===== src/rtl/core/ppl_ram.sv =====
`default_nettype none
module ppl_ram #(
   parameter int WIDTH = 8,
   parameter int DEPTH = 16
) (
   input  wire logic                     clock,
   input  wire logic                     wr_en,
   input  wire logic [$clog2(DEPTH)-1:0] wr_addr,
   input  wire logic [WIDTH-1:0]         wr_data,
   input  wire logic [$clog2(DEPTH)-1:0] rd_addr,
   output      logic [WIDTH-1:0]         rd_data
);

   logic [WIDTH-1:0] mem [DEPTH];

   always_ff @(posedge clock) begin
      if (wr_en) begin
         mem[wr_addr] <= wr_data;
      end
      rd_data <= mem[rd_addr];
   end

endmodule
`default_nettype wire


===== config.mk =====
export PLATFORM = sky130hd
export DESIGN_NAME = ppl_ram
export DESIGN_NICKNAME = d
export VERILOG_FILES = /design/src/rtl/core/ppl_ram.sv
export SDC_FILE = /design/constraint.sdc
export NUM_CORES = 1
export LEC_CHECK = 0
export ABC_AREA = 1
export BUFFER_PORTS_ARGS = -buffer_cell sky130_fd_sc_hd__buf_2
export CELL_PAD_IN_SITES_DETAIL_PLACEMENT = 0
export CELL_PAD_IN_SITES_GLOBAL_PLACEMENT = 2
export CORE_AREA = 2 2 126 115
export CTS_BUF_LIST = sky130_fd_sc_hd__clkbuf_4 sky130_fd_sc_hd__clkbuf_8 sky130_fd_sc_hd__clkbuf_16
export DETAILED_ROUTE_END_ITERATION = 6
export DIE_AREA = 0 0 128 117
export GPL_TIMING_DRIVEN = 0
export PLACE_DENSITY = 0.9
export SYNTH_ARGS = -nofsm -noshare
export SYNTH_HDL_FRONTEND = slang
export SYNTH_SLANG_ARGS = --single-unit

===== constraint.sdc =====
create_clock -name clock -period 2.2 [get_ports clock]
set_input_delay 0.22 -clock clock [delete_from_list [all_inputs] [get_ports clock]]
set_output_delay 0.22 -clock clock [all_outputs]
set_load 0.005 [all_outputs]

==> metrics, run 1 <==
library cell occupying the most area in the post-synthesis netlist=sky130_fd_sc_hd__edfxtp_1; Post-CTS Hold Buffers=0; vertical die dimension=117 um; portion of the clock cycle consumed by the worst path in the final layout=60.5%; switching share of power=21.8%; number of enable flip-flop cells after synthesis=128; Power Internal=4.78 mW; FF-to-FF End=rd_data[5]; root buf cell=sky130_fd_sc_hd__clkbuf_16; Data arrival, critical path=1370 ps; number of nets in the layout=610; number of synthesized register bits=136; routed length per instance=18.2 um; critical path start-end classification=in2reg; core area=13,700 um^2; Vias=3,792; WHS Endpoint=mem[1][2]; global routing usage summed across all routing layers=roughly a fifth; Skew-Pair Late Insertion Delay=420 ps; Post-Place Cell Area=6090 um^2; Async SR Flop Fraction=0%; sequential element share of the synthesized area=a little over two thirds; switching power=1.33 mW; post-synthesis to final-layout area growth=15.9%; Num CTS Buffers=17; data required time of the worst path=2240 ps; shortest clock period the worst path allows after layout=1330 ps; most area-consuming cells after synthesis=sky130_fd_sc_hd__edfxtp_1, sky130_fd_sc_hd__nand2_1, sky130_fd_sc_hd__nand3_1; total DRC errors in the routed layout=0; sequential group share of total power=between 40 and 50%; effective utilization at floorplan=41.9%; proportion of layout cells with a drive suffix above 1=between 10% and 20%; Post-synth top flop=sky130_fd_sc_hd__edfxtp_1; depth of the worst hold-timing path=1; count of cell types in the netlist=12; number of hold violations in the final report=0; remaining antenna violation count after routing=0; global-route track usage on met3=roughly 5.6%; HPWL reported at the end of detailed placement=9.28 mm; aggregate negative setup slack=0 ps; sink count of the clock tree=around 140; sort of element at the start of the critical path=input port; result of the run=finished, final reports clean; most frequent cell after synthesis=sky130_fd_sc_hd__nand2_1; number of placed cells counting well taps=about 750; Std-Cell Rows=about 40; post-layout instance count excluding filler cells=777; # Max-Cap Violations=0; largest net degree at the start of global routing=17; top-level I/O count=26; setup bufs post-CTS=0; width of the die=128 um; leakage dissipation=2.89 nW; worst hold slack=202 ps; wire length of the first global-routing pass=21.6 mm; met1 capacity usage during global routing=between 20% and 30%; top post-synthesis cells by count=sky130_fd_sc_hd__nand2_1, sky130_fd_sc_hd__edfxtp_1, sky130_fd_sc_hd__inv_1; number of cells traversed by the worst register-to-register path=6; HP Start=wr_data[2]; share of power burned in the clock network=between 40% and 50%; share of total power in combinational logic=6.2%; pin slew with the least headroom to its limit=approximately 1000 ps; average via count per standard cell=4.88; Finish-stage setup viols=0; unrepaired setup endpoints after global routing=false; average cell area after synthesis=10.5 um^2; Initial DRT Pass Iterations=5; initial antenna violation count=0; CTS tree=done; setup skew after layout=6.90 ps; 1st-iter DRT viols=about 440; kind of path behind the tightest hold check=in2reg; top cell type's share of synthesized area=66.7%; total chip power=roughly 6 mW; YS warnings=0; FMAX=around 750 MHz; cell area power density=~900 nW/um^2; Worst-path clk slew=60 ps; critical path endpoint category=register; GRT Max-Usage Layer=met2; weighted congestion at the end of routability-driven global placement=0.814; GR Overflow Total=0; synthesized instance count=approximately 550; Antenna Diode Count=0; worst slew margin relative to its limit=30.4%; total wirelength of the detailed-routed design=14.2 mm; number of buffers added on ports=22; total of cells resized after clock tree synthesis=0; vias in the first global route=3,617; total die area=15,000 um^2; final number of max-transition violations=0; post-synthesis net count=569; largest fanout of any net on the critical path=8; number of filler cells placed in the layout=1,271; worst vdd rail ir drop=0.593 mV; fraction of met2 tracks used by global routing=between 30% and 40%; setup slack on the worst flop-to-flop path=1130 ps; combined area of all synthesized cells=just under 6000 um^2; maximum buffer depth of the clock tree=2; final non-filler cell area=approximately 6700 um^2; maximum level of the CTS H-tree=4; FF-to-FF Start=mem[0][5]
## worst max-delay path: stages
cell and delay, ps:
sky130_fd_sc_hd__buf_2 120, sky130_fd_sc_hd__nand3b_1 210, sky130_fd_sc_hd__nor2_1 810
## placed cells by master, fill, tap and decap left out, drive strengths merged
master / instances
bufinv: 3
buf: 46
dfxtp: 8
clkinv: 8
nand3: 97
nand3b: 2
clkinvlp: 3
clkbuf: 18
edfxtp: 128
nor2: 17
nand2: 173
inv: 102
## state kept, by name, indices dropped and copies added (netlist names)
name     cells
rd_data      8
mem        128
## layout make-up
class / instances / area (um^2) / area share, %
Sequential cell: 136 / 4000 / 59.9
Multi-Input combinational cell: 289 / 1210 / 18.2
Clock buffer: 18 / 433 / 6.48
Inverter: 102 / 383 / 5.73
Tap cell: 172 / 215 / 3.22
Buffer: 24 / 166 / 2.49
Clock inverter: 14 / 158 / 2.36
Timing Repair Buffer: 22 / 110 / 1.65
## worst max-delay path by stage
stage,cells past startpoint,slack [ps],startpoint,endpoint
global route,3,780,wr_addr[2],mem[8][4]
finish,3,870,wr_addr[2],mem[8][4]
global placement,3,490,wr_addr[2],mem[8][4]
CTS,3,880,wr_addr[2],mem[8][4]
detailed placement,3,430,wr_addr[2],mem[8][4]
floorplan,2,1030,wr_addr[2],mem[10][0]
## cells by family (layout without fill, tap and decap cells)
kind of cell | count (synthesis) | in the layout | share of synthesized area (%)
AND/OR/NAND/NOR | 289 | 289 | 21.0
flip-flops | 136 | 136 | 69.4
buffers and inverters | 126 | 180 | 9.52
## through the flow
step                      utilization [%]  setup slack [ps]
final                                48.6               870
after detailed placement             44.3               432
after floorplan                         -              1030
after global routing                 48.6               784
after global placement               44.3               492
after CTS                            48.6               877
## layer usage
layer	up-vias	wire (um)
met5	-	0
met4	0	201
met3	18	1100
met2	133	6410
met1	1779	6450
li1	1862	-
## power by group through the flow
stage | clock network [mW] | logic, mW | registers, mW
4_1_cts | 2.86 | 0.378 | 2.91
3_3_place_gp | 0 | 0.372 | 2.96
5_1_grt | 2.98 | 0.418 | 2.92
3_5_place_dp | 0 | 0.376 | 2.96
6_report | 2.83 | 0.377 | 2.91
2_1_floorplan | 0 | 0.204 | 2.97
Power figures use the tool's default switching activity.
==> inputs of run 2 (changes only) <==
- CORE_AREA: 2 2 126 115 -> 2 2 130 119
- DIE_AREA: 0 0 128 117 -> 0 0 132 121
- PLACE_DENSITY: 0.9 -> 0.85
- clock period: 2.2 -> 1.33 ns (I/O delays scaled with it)
==> run 2 against run 1 <==
Clock skew is 2.7 ps lower. Clock power is 56% higher. First-iteration DRC count is 0.23% lower. Critical path type unchanged. Largest power group unchanged. Highest routed layer unchanged.
==> metrics, run 2 (synthesis results as in run 1) <==
result of the run=finished, final reports clean; unrepaired setup endpoints after global routing=false; Post-CTS Hold Buffers=0 (unchanged); Std-Cell Rows=42 (+2.4%); largest fanout of any net on the critical path=8 (unchanged); weighted congestion at the end of routability-driven global placement=0.788 (-3.2%); GR Overflow Total=0 (unchanged); FMAX=between 800 and 900 MHz; number of nets in the layout=610 (unchanged); critical path start-end classification=in2reg; Finish-stage setup viols=0 (unchanged); aggregate negative setup slack=0 ps (unchanged); Num CTS Buffers=17 (unchanged); effective utilization at floorplan=39.6% (-2.3 points); sort of element at the start of the critical path=input port; post-synthesis to final-layout area growth=15.9% (about the same); wire length of the first global-routing pass=22.5 mm (+4.1%); number of placed cells counting well taps=771 (+3.5%); pin slew with the least headroom to its limit=1010 ps (-33.0 ps); maximum buffer depth of the clock tree=2 (unchanged); CTS tree=done; maximum level of the CTS H-tree=4 (unchanged); initial antenna violation count=0 (unchanged); largest reg by FF count=mem; Data arrival, critical path=1290 ps (-80 ps); number of buffers added on ports=22 (unchanged); cells along the critical path=buf_2 -> nand3b_1 -> nor2_1; total wirelength of the detailed-routed design=14.8 mm (+4.2%); setup skew after layout=4.16 ps (-2.74 ps); commonest non-fill, non-tap cells in the layout=sky130_fd_sc_hd__nand2_1, sky130_fd_sc_hd__edfxtp_1, sky130_fd_sc_hd__inv_1; top routing layer in use=met4; Initial DRT Pass Iterations=5 (unchanged); vertical die dimension=121 um (+3.4%); post-layout instance count excluding filler cells=803 (+3.3%); footprint of the multi-input gates=1210 um^2 (unchanged); setup bufs post-CTS=0 (unchanged); top-level I/O count=26 (unchanged); utilization after layout=45.9% (-2.7 points); worst slew margin relative to its limit=32.6% (+2.2 points); remaining antenna violation count after routing=0 (unchanged); portion of the clock cycle consumed by the worst path in the final layout=93.9%; Skew-Pair Late Insertion Delay=420 ps (about the same); proportion of layout cells with a drive suffix above 1=13.1% (+0.33 points); worst vdd rail ir drop=1.05 mV (+76%); registers with the highest flip-flop counts=mem (128), rd_data (8); 1st-iter DRT viols=434 (-0.23%); most common cell after layout, fill and taps aside=sky130_fd_sc_hd__nand2_1; met2 WL=6.80 mm (+6.0%); Vias=3,845 (+1.4%); largest net degree at the start of global routing=17 (unchanged); cell area power density=1470 nW/um^2 (+61%); sink count of the clock tree=136 (unchanged); leakage dissipation=2.90 nW (+0.19%); root buf cell=sky130_fd_sc_hd__clkbuf_16; Register Area=4000 um^2 (unchanged); Worst-path clk slew=50 ps (about the same); total DRC errors in the routed layout=0 (unchanged); max FFs per register=128 (unchanged); post-place setup slack=-355 ps (-787 ps); routed length per instance=18.4 um (+0.80%); core area=14,600 um^2 (+5.9%); final number of max-transition violations=0 (unchanged); CP max-delay cell=sky130_fd_sc_hd__nor2_1; global routing usage summed across all routing layers=19.9% (-0.73 points); vias in the first global route=3,644 (+0.75%); number of filler cells placed in the layout=1,381 (+8.7%); kind of path behind the tightest hold check=in2reg; total routed wire length on the met1 layer=6.85 mm (+6.2%); post-route setup slack=81.8 ps (-788 ps); final non-filler cell area=6690 um^2 (about the same); total of cells resized after clock tree synthesis=0 (unchanged); critical path endpoint category=register; Detail Route met3 WL=928 um (-16%); HPWL reported at the end of detailed placement=9.56 mm (+3.0%); # Max-Cap Violations=0 (unchanged); number of hold violations in the final report=0 (unchanged); total chip power=9.86 mW (+61%); width of the die=132 um (+3.1%); average via count per standard cell=4.79 (-1.9%); shortest clock period the worst path allows after layout=1250 ps; crit-path leading delay family=simple AND/OR/NAND/NOR gates; CP bufs+invs=1 (unchanged); largest incremental delay on the critical path=800 ps (about the same); data required time of the worst path=1380 ps (-860 ps); total die area=16,000 um^2 (+6.7%); worst hold slack=116 ps (-85.4 ps); Antenna Diode Count=0 (unchanged); Post-Place Cell Area=6120 um^2 (+0.53%)
run 2: cell type report:
type,instances,share of cell area [%]
inverters,102,5.73
clock buffers,29,8.18
flip-flops and latches,136,59.9
well taps,198,3.71
repair buffers,22,1.65
plain buffers,24,2.49
clock inverters,3,0.225
multi-input cells,289,18.2
run 2: per-layer routing:
| metal | vias to the layer above | track usage (%) |
|---|---|---|
| met2 | 107 | 30.1 |
| met5 | - | 0 |
| met4 | 0 | 6.73 |
| met1 | 1863 | 28.2 |
| li1 | 1860 | - |
| met3 | 15 | 4.80 |
run 2: power by group:
group | switching [mW] | internal (mW) | leakage (nW)
registers | 0.0240 | 4.79 | 1.22
clock network | 1.65 | 2.76 | 0.289
logic | 0.441 | 0.183 | 1.39
total | 2.12 | 7.74 | 2.90
run 2: final timing paths:
check | startpoint | end | slack, ps | depth (start not counted)
setup / recovery | wr_addr[3] | mem[5][3] | 80 | 3
hold / removal | wr_data[2] | mem[4][2] | 120 | 1
setup reg to reg | mem[0][4] | rd_data[4] | 310 | 6
hold reg to reg | mem[6][7] | rd_data[7] | 680 | 6
==> inputs of run 3 (changes only) <==
- CELL_PAD_IN_SITES_DETAIL_PLACEMENT: 0 -> 1
- CELL_PAD_IN_SITES_GLOBAL_PLACEMENT: 2 -> 1
- CORE_AREA: 2 2 130 119 -> 2 2 118 108
- DIE_AREA: 0 0 132 121 -> 0 0 120 110
- PLACE_DENSITY: 0.85 -> 0.86
==> run 3 against run 2 <==
Worst hold slack improved by 28 ps. Flip-flop and latch count did not move. Register-to-register slack got worse by 100 ps. Sequential power barely moved. Critical path depth rose by 1. Clock skew rose by 4.3 ps. First-iteration DRC count fell by 8.1%. Critical path type unchanged. Critical endpoint is now mem[13][3].
==> metrics, run 3 (synthesis results as in run 1) <==
result of the run=finished, final reports clean; weighted congestion at the end of routability-driven global placement=0.845 (+7.3%); GR Overflow Total=0 (unchanged); Antenna Diode Count=0 (unchanged); Finish-stage setup viols=0 (unchanged); HP Start=wr_data[2]; Worst-path clk slew=60 ps (about the same); number of hold violations in the final report=0 (unchanged); portion of the clock cycle consumed by the worst path in the final layout=97.1% (+3.2 points); proportion of layout cells with a drive suffix above 1=12.4% (-0.66 points); worst slew margin relative to its limit=29.3% (-3.3 points); largest fanout of any net on the critical path=8 (unchanged); most common cell after layout, fill and taps aside=sky130_fd_sc_hd__nand2_1; root buf cell=sky130_fd_sc_hd__clkbuf_16; Skew-Pair Late Insertion Delay=430 ps (about the same); critical path start-end classification=in2reg; setup slack on the worst flop-to-flop path=210 ps (-100 ps); number of buffers added on ports=22 (unchanged); pin slew with the least headroom to its limit=1060 ps (+49.4 ps); number of placed cells counting well taps=733 (-4.9%); utilization after layout=55.8% (+9.9 points); initial antenna violation count=0 (unchanged); 1st-iter DRT viols=399 (-8.1%); top-level I/O count=26 (unchanged); commonest non-fill, non-tap cells in the layout=sky130_fd_sc_hd__nand2_1, sky130_fd_sc_hd__edfxtp_1, sky130_fd_sc_hd__inv_1; unrepaired setup endpoints after global routing=false; worst hold slack=145 ps (+28.4 ps); largest reg by FF count=mem; average via count per standard cell=5.60 (+17%); leakage dissipation=2.89 nW (-0.20%); Vias=4,284 (+11%); vias in the first global route=4,651 (+28%); post-synthesis to final-layout area growth=15.5%; maximum level of the CTS H-tree=4 (unchanged); worst vdd rail ir drop=1.21 mV (+16%); number of filler cells placed in the layout=1,269 (-8.1%); largest net degree at the start of global routing=17 (unchanged); final number of max-transition violations=0 (unchanged); setup skew after layout=8.48 ps (+4.32 ps); width of the die=120 um (-9.1%); FF-to-FF Start=mem[12][3]; depth of the worst hold-timing path=1 (unchanged); effective utilization at floorplan=48.3% (+8.7 points); critical path endpoint category=register; core area=11,900 um^2 (-18%); total chip power=10.2 mW (+3.3%); global routing usage summed across all routing layers=28.6% (+8.7 points); WHS Endpoint=mem[0][2]; routed length per instance=23.0 um (+25%); wire length of the first global-routing pass=26.5 mm (+18%); met1 capacity usage during global routing=34.3% (+6.1 points); Data arrival, critical path=1330 ps (+40 ps); setup bufs post-CTS=0 (unchanged); kind of path behind the tightest hold check=in2reg; GRT Max-Usage Layer=met2; fraction of met2 tracks used by global routing=46.6% (+17 points); vertical die dimension=110 um (-9.1%); data required time of the worst path=1370 ps (about the same); global-route track usage on met3=7.72% (+2.9 points); max FFs per register=128 (unchanged); FF-to-FF End=rd_data[3]; sort of element at the start of the critical path=input port; CTS tree=done; number of nets in the layout=610 (unchanged); Std-Cell Rows=38 (-9.5%); number of cells traversed by the worst register-to-register path=6 (unchanged); Num CTS Buffers=17 (unchanged); sink count of the clock tree=136 (unchanged); Initial DRT Pass Iterations=5 (unchanged); # Max-Cap Violations=0 (unchanged); total DRC errors in the routed layout=0 (unchanged); total wirelength of the detailed-routed design=17.6 mm (+19%); HPWL reported at the end of detailed placement=11.0 mm (+15%); post-layout instance count excluding filler cells=765 (-4.7%); FMAX=775 MHz (-3.3%); aggregate negative setup slack=0 ps (unchanged); shortest clock period the worst path allows after layout=1290 ps (+42.6 ps); cell area power density=1530 nW/um^2 (+3.7%); total die area=13,200 um^2 (-17%); remaining antenna violation count after routing=0 (unchanged); maximum buffer depth of the clock tree=2 (unchanged); registers with the highest flip-flop counts=mem (128), rd_data (8)
run 3: changes by cell type in the layout (fill, tap and decap cells not counted), sizes merged:
cell	change
bufinv	+3
clkbuf	-10
clkinv	+7
run 3: power by group:
group          switching [mW]  internal, mW  total [mW]
logic                   0.493         0.184       0.677
registers              0.0303          4.79        4.82
clock network            1.75          2.93        4.68
run 3: area by class of cell:
cell class	instances	area, um^2	share of cell area (%)
Clock inverter	13	135	2.03
Clock buffer	19	440	6.61
Timing Repair Buffer	22	110	1.65
Buffer	24	166	2.50
Sequential cell	136	4000	60.1
Tap cell	160	200	3.01
Multi-Input combinational cell	289	1220	18.3
Inverter	102	383	5.75
run 3: metal layers:
layer	wire [um]	share of wire [%]	vias to the layer above
li1	-	-	1861
met4	889	5.1	0
met1	6810	39	2097
met2	8350	48	259
met3	1530	8.7	67
met5	0	0	-
run 3: metrics by stage:
stage                     worst slack, ps  area, um^2
final                                39.2        6660
after global routing                 5.56        6660
after CTS                            73.3        6660
after detailed placement             -574        6080
after global placement               -435        6080
after floorplan                       246        5770
run 3: what timing repair did:
| item | CTS | global route |
|---|---|---|
| hold buffers | 0 | 0 |
| pin swaps | 0 | 0 |
| endpoints found under the setup margin | 16 | 8 |
| resized for setup | 2 | 1 |
run 3: worst max path at each step:
stage / from / to / slack, ps / depth (start not counted)
finish: wr_addr[1] / mem[13][3] / 40 / 4
global route: wr_addr[1] / mem[13][3] / 6 / 4
CTS: wr_addr[1] / mem[12][2] / 70 / 4
detailed placement: wr_addr[3] / mem[6][3] / -570 / 3
global placement: wr_addr[3] / mem[6][1] / -440 / 3
floorplan: wr_addr[2] / mem[10][0] / 250 / 2
run 3: critical path: stages:
cell                      delay, ps
sky130_fd_sc_hd__buf_2          120
sky130_fd_sc_hd__inv_1           70
sky130_fd_sc_hd__nand2_1        150
sky130_fd_sc_hd__nor2_1         850
